[src/rcc_pkg.sv]
// ----------------------------------------------------------------------------
// rcc_pkg
// Shared types and constants of the rgb / cmy / cmyk colour converter.
// ----------------------------------------------------------------------------
package rcc_pkg;

  localparam int unsigned QUO_W           = 14;  // widest quotient (0..10000)
  localparam int unsigned DEN_W           = 27;  // holds 100000000
  localparam int unsigned NUM_W           = 35;  // holds 255 * 10000 * 10000
  localparam int unsigned A_W             = 22;  // holds 255 * 10000
  localparam int unsigned PROD_W          = A_W + QUO_W;
  localparam int unsigned NUM_LANES       = 4;   // three channels and black
  localparam int unsigned STEPS_PER_STAGE = 2;
  localparam int unsigned DIV_STAGES      = QUO_W / STEPS_PER_STAGE;
  localparam int unsigned LATENCY         = DIV_STAGES + 3;

  localparam logic [QUO_W-1:0] FULL_SCALE = 14'd10000;
  localparam logic [7:0]       BYTE_MAX   = 8'd255;
  localparam logic [DEN_W-1:0] CMYK_DEN   = 27'd100000000;
  localparam logic [DEN_W-1:0] DEN_ONE    = 27'd1;
  localparam logic [QUO_W-1:0] MUL_ONE    = 14'd1;

  typedef enum logic [1:0] {
    MODE_RGB2CMYK = 2'd0,
    MODE_RGB2CMY  = 2'd1,
    MODE_CMYK2RGB = 2'd2,
    MODE_CMY2RGB  = 2'd3
  } rcc_mode_e;

  typedef struct packed {
    logic [1:0]  req_type;
    logic [7:0]  red_in;
    logic [7:0]  green_in;
    logic [7:0]  blue_in;
    logic [13:0] cyan_in;
    logic [13:0] magenta_in;
    logic [13:0] yellow_in;
    logic [13:0] black_in;
  } rcc_req_t;

  typedef struct packed {
    logic [7:0]  red_out;
    logic [7:0]  green_out;
    logic [7:0]  blue_out;
    logic [13:0] cyan_out;
    logic [13:0] magenta_out;
    logic [13:0] yellow_out;
    logic [13:0] black_out;
    logic        bad_input;
  } rcc_res_t;

  // control that travels alongside each beat
  typedef struct packed {
    rcc_mode_e mode;
    logic      bad;
  } rcc_ctl_t;

  // one restoring divider lane: partial remainder, dividend bits turning into
  // quotient bits, divisor
  typedef struct packed {
    logic [DEN_W-1:0] rem;
    logic [QUO_W-1:0] work;
    logic [DEN_W-1:0] den;
  } rcc_lane_t;

  typedef rcc_lane_t [NUM_LANES-1:0] rcc_lanes_t;

endpackage

[src/rcc_div_stage.sv]
// ----------------------------------------------------------------------------
// rcc_div_stage
// One register stage of the restoring divider, two quotient bits per lane.
// ----------------------------------------------------------------------------
module rcc_div_stage import rcc_pkg::*; (
  input  logic       clk_i,
  input  logic       rst_ni,
  input  logic       valid_i,
  input  rcc_ctl_t   ctl_i,
  input  rcc_lanes_t lanes_i,
  output logic       valid_o,
  output rcc_ctl_t   ctl_o,
  output rcc_lanes_t lanes_o
);

  rcc_lanes_t     lanes_d, lanes_q;
  rcc_ctl_t       ctl_q;
  logic           valid_q;
  logic [DEN_W:0] rem_sh;
  logic           ge;

  always_comb begin
    lanes_d = lanes_i;
    rem_sh  = '0;
    ge      = 1'b0;
    for (int l = 0; l < NUM_LANES; l++) begin
      for (int s = 0; s < STEPS_PER_STAGE; s++) begin
        rem_sh = {lanes_d[l].rem, lanes_d[l].work[QUO_W-1]};
        ge     = rem_sh >= {1'b0, lanes_d[l].den};
        if (ge) begin
          rem_sh = rem_sh - {1'b0, lanes_d[l].den};
        end
        lanes_d[l].rem  = rem_sh[DEN_W-1:0];
        lanes_d[l].work = {lanes_d[l].work[QUO_W-2:0], ge};
      end
    end
  end

  always_ff @(posedge clk_i or negedge rst_ni) begin
    if (!rst_ni) begin
      valid_q <= 1'b0;
    end else begin
      valid_q <= valid_i;
    end
  end

  always_ff @(posedge clk_i) begin
    ctl_q   <= ctl_i;
    lanes_q <= lanes_d;
  end

  assign valid_o = valid_q;
  assign ctl_o   = ctl_q;
  assign lanes_o = lanes_q;

endmodule

[config.mk]
export PLATFORM = sky130hd
export DESIGN_NAME = rcc_div_stage
export DESIGN_NICKNAME = d
export VERILOG_FILES = /design/src/rcc_pkg.sv /design/src/rcc_div_stage.sv
export SDC_FILE = /design/constraint.sdc
export NUM_CORES = 1
export LEC_CHECK = 0
export BUFFER_PORTS_ARGS = -buffer_cell sky130_fd_sc_hd__buf_2
export CORE_MARGIN = 3
export CORE_UTILIZATION = 30
export CTS_CLUSTER_SIZE = 14
export DETAILED_ROUTE_END_ITERATION = 12
export PLACE_DENSITY_LB_ADDON = 0.05
export REMOVE_ABC_BUFFERS = 1
export SYNTH_ARGS = -nofsm -noshare
export SYNTH_HDL_FRONTEND = slang
export SYNTH_SLANG_ARGS = --single-unit
[constraint.sdc]
create_clock -name clk_i -period 0.8 [get_ports clk_i]
set_input_delay 0.16 -clock clk_i [delete_from_list [all_inputs] [get_ports clk_i]]
set_output_delay 0.16 -clock clk_i [all_outputs]
set_load 0.02 [all_outputs]
-- Yosys cells after proc, flatten, opt, wreduce, memory -nomap -nowiden
Cells that the tools add are included.
- bits in registers: 276
- output and inout port bits: 276
- bits of input ports: 278
- word-level logic and storage cells: 39
- $add $sub $neg: 8
- magnitude comparators: 8
- mux-type cells: 8
- operators by type and width (kind ; number):
    $ge A28 B27 Y1 ; 8
    $mux W27 ; 8
    $sub A27 B27 Y27 ; 8

-- Logic depth before layout (Yosys ltp)
- depth in word-level cells: 4
- mapped depth: 28
- gate-level depth less buffers: 25

-- Least setup slack after synthesis
No wires, ideal clock.
- path kind: input -> register
- start point: input lanes_i[40] in the netlist's numbering
- end point: register lanes_q, in the netlist lanes_o[52]
- stages on the path: 23
- arrival time: 5.415 ns
- slack: -4.736 ns
- required time: 0.679 ns
- buffers on the path: 4
- library setup time: 0.121 ns
- path through: inv_1 > ha_1 > fa_1 > nor2b_1 > o2111ai_1 > a211oi_1 > nor3_1 > o31ai_1 > a211o_1 > buf_2 > buf_1 > clkbuf_1 > a21oi_1 > ha_1 > o21ai_1 > a21oi_1 > or3_1 > a211o_1 > a21oi_1 > a41oi_1 > a211oi_2 > buf_2 > mux2_2
- RTL lines (element ; line ; RTL):
    start: declaration ; rcc_div_stage.sv:10 ; input rcc_lanes_t lanes_i,
    end signal: assignment ; rcc_div_stage.sv:49 ; lanes_q <= lanes_d;
    end: declaration ; rcc_div_stage.sv:16 ; rcc_lanes_t lanes_d, lanes_q;

==> flow_results.org <==
** Yosys
- Yosys mapped a number of flops with a built-in enable equal to 0.
- Synthesis handed over a netlist of 2204 instances.
- For this run, the leading register cell type out of synthesis is sky130_fd_sc_hd__dfxtp_1.
- For this run, asynchronously set or reset flops after synthesis account for 0.3623%.
- Post-synthesis instance area :: 0.01882 mm2
- Number of warnings printed during yosys synthesis :: 0
- Averaged over all synthesized cells, the footprint is 8.539 um2.
- Flip-flop and latch count after synthesis :: 276
- Count of different cell masters after synthesis :: 75
- Of the synthesized area, sequential elements account for 29.38%.

** Global routing
- Global routing used 23.90% of the available tracks across all layers.
- Wire length of the first global-routing pass :: 127100 um
- The via count of the first global-routing pass came to 23777.
- Overflow after GRT :: 0
- In the global route stage, met1 resource usage came out at 28.38%.
- Met3 usage :: 4.938%
- For this run, global-route usage on met2 was measured as 43.23%.
- Largest net degree at the start of global routing :: 26
- Antenna violations before repair :: 8
- The global routing stage identified its most utilized layer as met2.

** Clock network
- In this run the deepest clock path goes through 3 buffers.
- CTS tree :: yes
- Cell at the root of the clock tree :: sky130_fd_sc_hd__clkbuf_16
- Clock-pin slew was measured on the worst setup and hold paths at 0.06 ns.
- Number of H-tree levels :: 2
- Counting the buffers created by CTS gives 35.
- The tree built by TritonCTS fans out to 276 sinks.

** Drt
- Routed Antenna Nets :: 0
- The detailed router placed 22467 vias in this run.
- Detailed Routing Iterations Pass 1 :: 5
- In the routed design, unresolved DRC markers number 0.
- Vias per std cell :: 4.713
- Detailed Route WL :: 82020 um
- Routed wirelength normalized by instance count :: 17.21 um
- Violation count after the first detailed-route iteration :: 783

** Die
- Ports placed on the boundary :: 554
- Number of placement rows :: 91
- Die outline width :: 256.5 um
- Height of the die :: 256.5 um
- Die outline area :: 0.06578 mm2
- Initial core utilization :: 30.39%
- The floorplan step defined a core boundary enclosing 0.06194 mm2.

** Power and ir drop
- IR analysis of the VDD net gives a maximum drop of 1.845 mV.
- Static leakage :: 18.28 nW
- For this design the ratio of total power to cell area is 2363 mW/mm2.

** Placement
- DP Cell Count :: 4370
- The placed instances occupy a cell area of 0.02868 mm2.
- Summed over all nets, the half-perimeter wirelength after detailed placement is 61720 um.
- The congestion estimate from routability-driven global placement came to 0.9199.
- In this run the tool buffered the top-level ports with 553 buffer cells.

** STA
- Setup violations remaining at the end of the flow were counted as 392.
- For the pin with the worst max-slew slack, the measured transition is 0.5463 ns.
- The worst pin sits at a relative slew slack of 63.30%.
- For this run, the top clock speed supported by timing is 210.5 MHz.
- In the post-route analysis, the smallest setup slack over all paths is -3.951 ns.
- Setup repair after global routing could not meet its margin everywhere.
- The total count of hold-check failures in the final report was 0.
- TNS Setup :: -502.23 ns
- Max Transition Viols Final :: 0
- Final cycle utilization of the critical path :: 593.9%
- Shortest period the worst path allows :: 4.751 ns

** Final layout
- Post-layout utilization of the core :: 62.16%
- Fraction of layout cells with a size suffix above 1 :: 60.91%
- Fillers :: 5311
- Number of standard cells in the layout, taps in and fillers out :: 4767
- Summing all non-filler instances in the final layout gives an area of 0.03850 mm2.
- The library cells used most frequently in the layout, excluding fill and tap cells, are 916 x sky130_fd_sc_hd__buf_4, 340 x sky130_fd_sc_hd__buf_6, 269 x sky130_fd_sc_hd__dfxtp_2.
- Sequential cell area :: 0.005889 mm2
- Commonest non-fill, non-tap cell in the layout :: sky130_fd_sc_hd__buf_4
- Compared with the post-synthesis result, the final layout area differs by 104.6%.
- Area of the multi-input gates :: 0.01528 mm2
- At the end of the flow, the number of nets in the layout was 4399.

** Worst setup path
- For the worst setup path, the data required time is 1.23 ns.
- The worst setup path is launched from an input port.
- Source of the critical timing path :: lanes_i[209]
- For this run, the slowest stage of the critical path takes 0.42 ns.
- Among the stages of the critical path, the cell type that occurs most often is sky130_fd_sc_hd__buf_12.
- Critical path class :: in -> reg
- The slowest stage of the critical path belongs to the cell sky130_fd_sc_hd__a2111o_1.
- STA classifies the critical path endpoint as a flip-flop.
- Combined buffer and inverter count along the critical path :: 10
- At the worst endpoint, the arrival time is 5.18 ns.
- Top Family by Delay on Critical Path :: compound AO/OA/AOI/OAI gates
- Destination of the critical timing path :: lanes_o[257]$_DFF_P_
- In this run the number of cells on the critical path is 30.
- Highest net fanout along the worst path :: 7

** Worst hold path
- The tightest min-delay check is of the in -> reg type.
- The worst hold path begins at lanes_i[120].

** Status
- The run finished, with violations left.
- Violated checks :: negative setup slack

** Run
- Across the run, the number of max-cap violations was 0.
## how the worst min path moves through the flow
stage,endpoint,cells past startpoint
4_1_cts,lanes_o[251]$_DFF_P_,3
5_1_grt,lanes_o[122]$_DFF_P_,4
6_report,lanes_o[122]$_DFF_P_,4
2_1_floorplan,valid_o$_DFF_PN0_,0
3_5_place_dp,valid_o$_DFF_PN0_,1
3_3_place_gp,valid_o$_DFF_PN0_,1
## worst min-delay path: stages
cell and delay, ns:
sky130_fd_sc_hd__buf_2 0.09, sky130_fd_sc_hd__nand2_1 0.05, sky130_fd_sc_hd__o21ai_2 0.07, sky130_fd_sc_hd__mux2_4 0.14
## cell type report
type                       instances  share of cell area [%]
inverter                         174                   1.849
timing repair buffer            1708                   37.20
tap                              837                   2.720
sequential                       276                   15.30
clock inverter                    11                  0.4355
antenna                            8                 0.05200
clock buffer                      51                   2.749
multi-input combinational       1702                   39.69
## flip-flops by register name (all words and copies together) (netlist names)
register and flops:
lanes_o 272, ctl_o 3, valid_o 1
## per-stage QoR
step | hold slack [ns] | worst slack, ns | power (W)
after floorplan | -0.1356 | -5.772 | 0.03972
after global placement | -0.06351 | -5.161 | 0.05762
after detailed placement | -0.06346 | -5.168 | 0.05773
after CTS | -0.01205 | -3.931 | 0.08917
after global routing | 0.01760 | -4.111 | 0.09631
final | 0.004539 | -3.951 | 0.09098
## power breakdown
part	total, W	switching [W]	internal (W)
logic	0.0542	0.0244	0.0298
clock network	0.0169	0.00646	0.0105
registers	0.0199	0.00199	0.0179
total	0.0910	0.0328	0.0582
## metal layers
metal / routed length, um / vias to the layer above / share of wire (%)
li1: - / 11294 / -
met2: 41240 / 467 / 50
met4: 2080 / 2 / 2.5
met5: 13 / - / 0.016
met3: 4566 / 97 / 5.6
met1: 34130 / 10607 / 42
## cell families after synthesis
| family | count (synthesis) | share of synthesized area, % |
|---|---|---|
| AO/OA/AOI/OAI | 633 | 21.17 |
| XOR/XNOR | 176 | 8.190 |
| adder cells (fa/ha/maj) | 224 | 15.21 |
| buffers and inverters | 226 | 4.953 |
| flip-flops | 276 | 29.38 |
| multiplexers | 127 | 7.499 |
| AND/OR/NAND/NOR | 542 | 13.59 |
## cells in the mapped netlist (6+ instances only)
cell type | n | area share, %
sky130_fd_sc_hd__dfxtp_1 | 275 | 29
sky130_fd_sc_hd__a21oi_1 | 219 | 5.8
sky130_fd_sc_hd__ha_1 | 216 | 14
sky130_fd_sc_hd__inv_1 | 171 | 3.4
sky130_fd_sc_hd__nor2_1 | 153 | 3.1
sky130_fd_sc_hd__nand2_1 | 151 | 3.0
sky130_fd_sc_hd__o21ai_0 | 129 | 3.4
sky130_fd_sc_hd__xnor2_1 | 125 | 5.8
sky130_fd_sc_hd__mux2_2 | 95 | 5.7
sky130_fd_sc_hd__a21o_1 | 75 | 3.0
sky130_fd_sc_hd__xor2_1 | 51 | 2.4
sky130_fd_sc_hd__nor3_1 | 48 | 1.3
sky130_fd_sc_hd__nand3_1 | 36 | 0.96
sky130_fd_sc_hd__nand4_1 | 32 | 1.1
sky130_fd_sc_hd__nor2b_1 | 30 | 1.0
sky130_fd_sc_hd__o21a_1 | 30 | 1.2
sky130_fd_sc_hd__clkbuf_1 | 28 | 0.56
sky130_fd_sc_hd__nand2b_1 | 26 | 0.86
sky130_fd_sc_hd__a211oi_1 | 22 | 0.88
sky130_fd_sc_hd__and3_1 | 22 | 0.73
sky130_fd_sc_hd__o21bai_1 | 22 | 0.88
sky130_fd_sc_hd__a31oi_1 | 20 | 0.66
sky130_fd_sc_hd__mux2_1 | 17 | 1.0
sky130_fd_sc_hd__o31ai_1 | 16 | 0.64
sky130_fd_sc_hd__mux2i_1 | 15 | 0.80
sky130_fd_sc_hd__o211ai_1 | 14 | 0.56
sky130_fd_sc_hd__buf_2 | 11 | 0.29
sky130_fd_sc_hd__or3_1 | 10 | 0.33
sky130_fd_sc_hd__a211o_1 | 9 | 0.42
sky130_fd_sc_hd__fa_1 | 8 | 0.85
sky130_fd_sc_hd__nor4_1 | 8 | 0.27
sky130_fd_sc_hd__a21boi_0 | 7 | 0.28
sky130_fd_sc_hd__buf_1 | 6 | 0.12
sky130_fd_sc_hd__o311ai_0 | 6 | 0.28
sky130_fd_sc_hd__or2_2 | 6 | 0.20
## what timing repair did
action	in CTS	in global routing
endpoints found under the hold margin	166	0
setup endpoints to repair	392	392
cloned	10	1
pin swaps	178	120
resized for setup	1409	231
buffers inserted	143	33
hold buffers	165	0
(Power assumes the default switching activity.)
