## config.mk

```make
export PLATFORM = sky130hd
export DESIGN_NAME = rcc_front
export DESIGN_NICKNAME = d
export VERILOG_FILES = /design/src/rcc_pkg.sv /design/src/rcc_front.sv
export SDC_FILE = /design/constraint.sdc
export NUM_CORES = 2
export LEC_CHECK = 0
export ABC_AREA = 1
export BUFFER_PORTS_ARGS = -buffer_cell sky130_fd_sc_hd__buf_2
export CAP_MARGIN = 20
export CORE_MARGIN = 4
export CORE_UTILIZATION = 64
export DETAILED_ROUTE_END_ITERATION = 10
export PLACE_DENSITY = 0.8
export SETUP_SLACK_MARGIN = 0.3
export SLEW_MARGIN = 40
export SYNTH_ARGS = -nofsm -noshare
export SYNTH_HDL_FRONTEND = slang
export SYNTH_SLANG_ARGS = --single-unit
```

## constraint.sdc

```tcl
create_clock -name clk_i -period 6.93 [get_ports clk_i]
set_input_delay 0 -clock clk_i [delete_from_list [all_inputs] [get_ports clk_i]]
set_output_delay 0 -clock clk_i [all_outputs]
set_load 0.01 [all_outputs]
```

## src/rcc_pkg.sv

```systemverilog
// ----------------------------------------------------------------------------
// rcc_pkg
// Shared types and constants of the rgb / cmy / cmyk colour converter.
// ----------------------------------------------------------------------------
package rcc_pkg;

  localparam int unsigned QUO_W           = 14;  // widest quotient (0..10000)
  localparam int unsigned DEN_W           = 27;  // holds 100000000
  localparam int unsigned NUM_W           = 35;  // holds 255 * 10000 * 10000
  localparam int unsigned A_W             = 22;  // holds 255 * 10000
  localparam int unsigned PROD_W          = A_W + QUO_W;
  localparam int unsigned NUM_LANES       = 4;   // three channels and black
  localparam int unsigned STEPS_PER_STAGE = 2;
  localparam int unsigned DIV_STAGES      = QUO_W / STEPS_PER_STAGE;
  localparam int unsigned LATENCY         = DIV_STAGES + 3;

  localparam logic [QUO_W-1:0] FULL_SCALE = 14'd10000;
  localparam logic [7:0]       BYTE_MAX   = 8'd255;
  localparam logic [DEN_W-1:0] CMYK_DEN   = 27'd100000000;
  localparam logic [DEN_W-1:0] DEN_ONE    = 27'd1;
  localparam logic [QUO_W-1:0] MUL_ONE    = 14'd1;

  typedef enum logic [1:0] {
    MODE_RGB2CMYK = 2'd0,
    MODE_RGB2CMY  = 2'd1,
    MODE_CMYK2RGB = 2'd2,
    MODE_CMY2RGB  = 2'd3
  } rcc_mode_e;

  typedef struct packed {
    logic [1:0]  req_type;
    logic [7:0]  red_in;
    logic [7:0]  green_in;
    logic [7:0]  blue_in;
    logic [13:0] cyan_in;
    logic [13:0] magenta_in;
    logic [13:0] yellow_in;
    logic [13:0] black_in;
  } rcc_req_t;

  typedef struct packed {
    logic [7:0]  red_out;
    logic [7:0]  green_out;
    logic [7:0]  blue_out;
    logic [13:0] cyan_out;
    logic [13:0] magenta_out;
    logic [13:0] yellow_out;
    logic [13:0] black_out;
    logic        bad_input;
  } rcc_res_t;

  // control that travels alongside each beat
  typedef struct packed {
    rcc_mode_e mode;
    logic      bad;
  } rcc_ctl_t;

  // one restoring divider lane: partial remainder, dividend bits turning into
  // quotient bits, divisor
  typedef struct packed {
    logic [DEN_W-1:0] rem;
    logic [QUO_W-1:0] work;
    logic [DEN_W-1:0] den;
  } rcc_lane_t;

  typedef rcc_lane_t [NUM_LANES-1:0] rcc_lanes_t;

endpackage

```

## src/rcc_front.sv

```systemverilog
// ----------------------------------------------------------------------------
// rcc_front
// First two pipeline stages: max and range check, then dividend and divisor.
// ----------------------------------------------------------------------------
module rcc_front import rcc_pkg::*; (
  input  logic       clk_i,
  input  logic       rst_ni,
  input  logic       valid_i,
  input  rcc_req_t   req_i,
  output logic       valid_o,
  output rcc_ctl_t   ctl_o,
  output rcc_lanes_t lanes_o
);

  logic [7:0]                      rgb_v [3];
  logic [QUO_W-1:0]                cmy_v [3];
  logic [QUO_W-1:0]                inv_v [3];
  logic [7:0]                      mx_d, mx_q;
  logic                            cmy_over, k_over;
  rcc_ctl_t                        ctl_d, ctl_q;
  logic [NUM_LANES-1:0][A_W-1:0]   a_d, a_q;
  logic                            valid_q;

  logic [QUO_W-1:0]                mul_b;
  logic [PROD_W-1:0]               prod [NUM_LANES];
  logic                            kill [NUM_LANES];
  rcc_lanes_t                      lanes_d, lanes_q;
  logic                            valid2_q;
  rcc_ctl_t                        ctl2_q;

  // stage one
  always_comb begin
    rgb_v[0] = req_i.red_in;
    rgb_v[1] = req_i.green_in;
    rgb_v[2] = req_i.blue_in;
    cmy_v[0] = req_i.cyan_in;
    cmy_v[1] = req_i.magenta_in;
    cmy_v[2] = req_i.yellow_in;

    mx_d = (req_i.red_in >= req_i.green_in) ? req_i.red_in : req_i.green_in;
    if (req_i.blue_in > mx_d) begin
      mx_d = req_i.blue_in;
    end

    cmy_over = (req_i.cyan_in > FULL_SCALE) || (req_i.magenta_in > FULL_SCALE) ||
               (req_i.yellow_in > FULL_SCALE);
    k_over   = req_i.black_in > FULL_SCALE;

    ctl_d.mode = rcc_mode_e'(req_i.req_type);
    ctl_d.bad  = ((ctl_d.mode == MODE_CMYK2RGB) && (cmy_over || k_over)) ||
                 ((ctl_d.mode == MODE_CMY2RGB) && cmy_over);

    for (int l = 0; l < 3; l++) begin
      inv_v[l] = FULL_SCALE - cmy_v[l];
      unique case (ctl_d.mode)
        MODE_RGB2CMYK: a_d[l] = {{(A_W-8){1'b0}}, mx_d - rgb_v[l]};
        MODE_RGB2CMY:  a_d[l] = {{(A_W-8){1'b0}}, BYTE_MAX - rgb_v[l]};
        MODE_CMYK2RGB,
        MODE_CMY2RGB:  a_d[l] = {inv_v[l], 8'b0} - {8'b0, inv_v[l]};  // times 255
      endcase
    end

    if (ctl_d.mode == MODE_RGB2CMYK) begin
      a_d[3] = {{(A_W-8){1'b0}}, BYTE_MAX - mx_d};
    end else begin
      a_d[3] = {{(A_W-QUO_W){1'b0}}, FULL_SCALE - req_i.black_in};
    end
  end

  // stage two: one multiply per lane, then divisor selection
  always_comb begin
    unique case (ctl_q.mode)
      MODE_RGB2CMYK,
      MODE_RGB2CMY:  mul_b = FULL_SCALE;
      MODE_CMYK2RGB: mul_b = a_q[3][QUO_W-1:0];
      MODE_CMY2RGB:  mul_b = MUL_ONE;
    endcase

    for (int l = 0; l < NUM_LANES; l++) begin
      prod[l] = a_q[l] * mul_b;
      unique case (ctl_q.mode)
        MODE_RGB2CMYK: lanes_d[l].den = (l == 3) ? {{(DEN_W-8){1'b0}}, BYTE_MAX}
                                                 : {{(DEN_W-8){1'b0}}, mx_q};
        MODE_RGB2CMY:  lanes_d[l].den = {{(DEN_W-8){1'b0}}, BYTE_MAX};
        MODE_CMYK2RGB: lanes_d[l].den = CMYK_DEN;
        MODE_CMY2RGB:  lanes_d[l].den = {{(DEN_W-QUO_W){1'b0}}, FULL_SCALE};
      endcase
      // black lane only works in rgb to cmyk; a black pixel gives zero cmy
      kill[l] = ctl_q.bad ||
                ((l == 3) && (ctl_q.mode != MODE_RGB2CMYK)) ||
                ((l != 3) && (ctl_q.mode == MODE_RGB2CMYK) && (mx_q == 8'd0));
      if (kill[l]) begin
        lanes_d[l].rem  = '0;
        lanes_d[l].work = '0;
        lanes_d[l].den  = DEN_ONE;
      end else begin
        lanes_d[l].rem  = {{(DEN_W-(NUM_W-QUO_W)){1'b0}}, prod[l][NUM_W-1:QUO_W]};
        lanes_d[l].work = prod[l][QUO_W-1:0];
      end
    end
  end

  always_ff @(posedge clk_i or negedge rst_ni) begin
    if (!rst_ni) begin
      valid_q  <= 1'b0;
      valid2_q <= 1'b0;
    end else begin
      valid_q  <= valid_i;
      valid2_q <= valid_q;
    end
  end

  always_ff @(posedge clk_i) begin
    ctl_q   <= ctl_d;
    mx_q    <= mx_d;
    a_q     <= a_d;
    ctl2_q  <= ctl_q;
    lanes_q <= lanes_d;
  end

  assign valid_o = valid2_q;
  assign ctl_o   = ctl2_q;
  assign lanes_o = lanes_q;

endmodule

```

# After elaboration in Yosys (flattened, before gate mapping)
# Index checks and enable logic that the tools add are counted.
[op_classes]
n_mul = 4
n_addsub = 14
magnitude_cmp = 6
eq_ne = 6
muxes = 9
n_reduce_logical = 15
[op_table]
columns = ["op", "n"]
rows = [
  ["one-hot mux 22 bit (3 select lines)", 3],
  ["multiplier 22 x 14 -> 35 bit", 4],
  ["one-hot mux 27 bit (4 select lines)", 1],
  ["one-hot mux 27 bit (3 select lines)", 1],
  ["subtractor 22 x 14 -> 22 bit", 3],
  ["greater-than comparator 14 bit, second input constant", 4],
  ["subtractor 14 bit, first input constant", 4],
  ["one-hot mux 14 bit (3 select lines)", 1],
  ["subtractor 8 bit, first input constant", 4],
  ["2-to-1 mux 8 bit", 3],
  ["subtractor 8 bit", 3],
  ["== test 2 bit, second input constant", 4],
  [">= comparator 8 bit", 1],
  ["greater-than comparator 8 bit", 1],
  ["zero test 8 bit", 1],
  ["logical OR 1 bit", 6],
  ["== test 2 x 1 -> 1 bit, second input constant", 2],
  ["zero test 2 bit", 2],
  ["OR reduction 2 bit", 2],
  ["logical AND 1 bit", 3],
  ["nonzero test 2 bit", 1],
]
[totals]
reg_bits = 322
out_inout_bits = 276
inputBits = 85
word_cells = 80

# Depth between registers and ports, before layout
[depth]
ltp_word = 6
ltp_mapped = 34
depth_no_buf = 32

# Least setup slack after synthesis
# OpenSTA, ideal clock, no wires.
[synth_path]
kind = "register to register"
startpoint = "register ctl_q[2] (netlist bit)"
endpoint = "register lanes_q (netlist bit lanes_o[257])"
t_required_ps = 6817
setup_ps = 113
path_buffers = 2
arrival_ps = 5731
stages_incl_launch_ff = 29
setup_slack_ps = 1086
synth_period_minus_slack_ps = 5844
cell_sequence = "dfxtp_1 > buf_2 > inv_2 > nor2_1 > inv_2 > nor2_1 > clkbuf_1 > nand2_1 > fa_1 > inv_1 > fa_1 > inv_1 > fa_1 > inv_1 > fa_1 > fa_1 > inv_1 > fa_1 > inv_1 > ha_1 > a21oi_1 > inv_1 > a31oi_1 > nand2_1 > nand2_1 > nand3_1 > a21o_1 > nor2_1 > nor2_1"
[synth_between]
elab_chain_len = 4
elab_cells_between_ends = 9
classes_between = "mul (1); eq/ne (3); mux (1); reduce/logical (4)"
[synth_rtl]
columns = ["element", "line_no", "source"]
rows = [
  ["start: declaration", "rcc_front.sv:20", "rcc_ctl_t ctl_d, ctl_q;"],
  ["start signal: assignment", "rcc_front.sv:114", "ctl_q <= ctl_d;"],
  ["== test 2 x 1 -> 1 bit / zero test 2 bit (equally long branches)", "rcc_front.sv:72", "unique case (ctl_q.mode)"],
  ["OR reduction 2 bit (no source line)", "--", ""],
  ["one-hot mux 14 bit (3 select lines)", "rcc_front.sv:72", ""],
  ["multiplier 22 x 14 -> 35 bit", "rcc_front.sv:80", "prod[l] = a_q[l] * mul_b;"],
  ["end signal: assignment", "rcc_front.sv:118", "lanes_q <= lanes_d;"],
  ["end: declaration", "rcc_front.sv:27", "rcc_lanes_t lanes_d, lanes_q;"],
]
# Several ways; a longest one is shown, not always the timed one.
# A chain may end at the register's enable or synchronous reset.

# Final worst setup path
[layout_path]
startpoint = "register a_q[78] (netlist bit)"
endpoint = "register lanes_q (netlist bit lanes_o[49])"
[layout_between]
elab_chain_len = 2
[layout_rtl]
columns = ["element", "line_no", "source"]
rows = [
  ["start: declaration", "rcc_front.sv:21", "logic [NUM_LANES-1:0][A_W-1:0] a_d, a_q;"],
  ["start signal: assignment", "rcc_front.sv:116", "a_q <= a_d;"],
  ["one-hot mux 14 bit (3 select lines)", "rcc_front.sv:72", ""],
  ["multiplier 22 x 14 -> 35 bit", "rcc_front.sv:80", ""],
]
# No other way between the ends.

==> impl_metrics.toml <==
[min_path]
min_path_cells = 6
hold_class = "in2reg"

[clocking]
cts_buffers = 30
cts_tree = "done"
cts_buffer_depth = 3
clk_pin_slew_ns = 0.06
cts_sinks = 249
clock-root-buffer = "clkbuf_16"
clk_latency_ns = 0.64
htreeDepth = 1

[yosys]
synth-edff-count = 0
synthCells = 6421
synth_top_area_share = 0.351
synth_area_leader_cell = "fa_1"
syn_avg_cell_area_um2 = 7.57
ys.flop_type = "dfxtp_1"
synthTopCellsByArea = "fa_1 (35%), ha_1 (12%), inv_1 (10%)"
ys_warn_count = 0
ys_seq_area_frac = 0.103
syn-cell-area_mm2 = 0.0486
synth-seq-cells = 249
ys_types = 58
async_reset_ff_frac = 0.00803

[global_route]
grt_pass1_vias = 45600
grt_max_degree = 56
track_usage = 0.373
grt_pass1_wl_um = 239000
overflow = 0
antenna_found_initial = 6

[flow_run]
max-cap-violations = 0

[routing]
vias = 43600
wl_per_cell_um = 19.4
drt-initial-drc-count = 3913
vias_per_cell = 5.66
ant_nets = 0
dr.pass1.iters = 9
route.detailed.drc = 0
drt-total-wl_um = 149000

[finish]
n_fill_cell = 6192
fin_area_mm2 = 0.0530
multi_input_area_mm2 = 0.0370
layout-drive-gt1-share = 0.0895
final_net_count = 8090
areaGrowthSynthToFinish_pct = 9.06
seq_area_mm2 = 0.00499

[timing]
period_share = 0.924
setup_viol = 0
fin_crit_ns = 6.41
setup_tns_ns = 0
rsz0062_at_grt = "yes"
slew_violations = 0
holdWs_ns = 0.00465
worst_pin_slew_ns = 0.933
layout_setup_ws_ns = 0.525
fmax_mhz = 156
relSlewSlack = 0.378
hold_viol_final = 0
fin_skew_ns = 0.0289

[setup_path]
path_class = "reg2reg"
path_max_fanout = 9
crit_path_end_kind = "flop"
arrival_ns = 6.95
critPathLaunchType = "flop"
required_ns = 7.48
r2r.worst_path.cells = 24

[die]
die_area_mm2 = 0.0804
die_x_um = 284
coreArea_mm2 = 0.0748
ios = 361
fp.dieH_um = 284
start_util = 0.650
fp-row-count = 100

[power]
cellPowerDensity_mw_per_mm2 = 373
p_leak_nw = 28.0
peakVddDrop_mv = 0.393

[outcome]
outcome = "completed"

[placed_design]
gp_congestion = 0.985
placed_cell_area_mm2 = 0.0509
hpwlAfterDp_um = 120000
io_buffers = 312
pre_cts_ws_ns = 0.0672
[placed cells by master, fill, tap and decap left out, types with 32 or more instances in the layout]
master	netlist	routed
ha_1	447	447
nand2_1	1269	1268
fa_1	853	853
buf_2	43	312
o21a_1	36	36
inv_1	1358	1356
nor2_1	862	853
dlygate4sd3_1	0	86
nor3_1	34	32
conb_1	2	53
buf_4	122	97
o21ai_0	196	191
a21oi_1	320	318
dfxtp_1	247	247
nand3_1	172	172
[flip-flops by register name, summed over array words and instances, names as in the netlist]
name,count
ctl_q,3
mx_q,8
valid_q,1
lanes_o,153
ctl_o,3
valid_o,1
a_q,80
[cell type report]
cell class / instances / area share
Antenna cell: 2 / 0.0000944
Clock buffer: 41 / 0.0169
Clock inverter: 14 / 0.00371
Inverter: 1393 / 0.0989
Multi-Input combinational cell: 4517 / 0.698
Sequential cell: 249 / 0.0942
Tap cell: 969 / 0.0229
Timing Repair Buffer: 514 / 0.0655
[final timing paths]
kind / startpoint / end / slack (ns)
min in group asynchronous: rst_ni / valid_o / 0.24
max reg2reg: a_q[78] / lanes_o[49] / 0.52
max: a_q[78] / lanes_o[49] / 0.52
min: req_i[33] / a_q[28] / 0.005
min reg2reg: valid_q / valid_o / 0.36
max in group asynchronous: rst_ni / valid_q / 6.57
[per-stage QoR]
stage	instances	total power, W	utilization
finish	7699	0.0198	0.708
global route	7697	0.0221	0.708
CTS	7686	0.0195	0.706
detailed placement	7546	0.0176	0.680
global placement	7546	0.0174	0.680
floorplan	6472	0.0133	-
[power breakdown]
group | switching, W | leakage, nW | internal (W)
Sequential | 0.000265 | 2.08 | 0.00185
Clock | 0.000717 | 0.529 | 0.00105
Combinational | 0.0103 | 25.4 | 0.00556
Total | 0.0113 | 28.0 | 0.00846
[synth_stat cells, types with 12 or more instances]
library cell / instances
buf_2: 43
a21o_1: 20
xor2_1: 27
nor2_2: 15
o21ai_1: 12
nand4_1: 21
a21oi_1: 320
a31oi_1: 14
nand2_1: 1269
ha_1: 447
inv_2: 18
nor2_1: 862
nor3_1: 34
fa_1: 853
clkbuf_1: 106
dfxtp_1: 247
clkinv_1: 17
o21bai_1: 16
nand3_1: 172
buf_1: 39
nand2_2: 26
o21a_1: 36
o221ai_1: 13
inv_1: 1358
o21ai_0: 196
buf_4: 122
[metal layers]
metal  track usage  vias up  wire length (um)
met2         0.622     2362             68900
met1         0.469    20900             56000
met3        0.0814      586             16400
met5             0        -                27
met4         0.165        4              7840
li1              -    19700                 -
[cells by family (layout without fill, tap and decap cells)]
| group | count (synthesis) | in the layout | share of synthesized area |
|---|---|---|---|
| simple gates | 2455 | 2455 | 0.203 |
| buf+inv | 1706 | 1962 | 0.143 |
| fa+ha+maj | 1300 | 1300 | 0.466 |
| compound gates | 669 | 669 | 0.0766 |
| flops | 249 | 249 | 0.103 |
| xor+xnor | 40 | 40 | 0.00814 |
| other cells | 2 | 55 | 0.000155 |
[worst max-delay path: stages, from the launching register on]
cell        delay, ns
dfxtp_1          0.40
inv_1            0.14
nor2_2           0.19
clkinvlp_4       0.35
buf_4            0.28
nor2_1           0.17
fa_1             0.45
inv_1            0.08
fa_1             0.43
fa_1             0.51
fa_1             0.50
inv_1            0.05
fa_1             0.50
inv_1            0.06
fa_1             0.50
inv_1            0.05
ha_1             0.42
nand2_1          0.13
nor2_1           0.16
inv_1            0.10
nor3_2           0.25
nand4_1          0.18
nand4_1          0.16
o21ai_0          0.08
a21oi_1          0.18
[what timing repair did]
item | in CTS | in global routing
hold endpoints to repair | 70 | 1
pin swaps | 0 | 2
hold buffers | 85 | 1
setup endpoints to repair | 14 | 47
buffers inserted | 0 | 10
gates resized for setup | 2 | 34
Note: power is estimated with default switching activity, not from simulation.
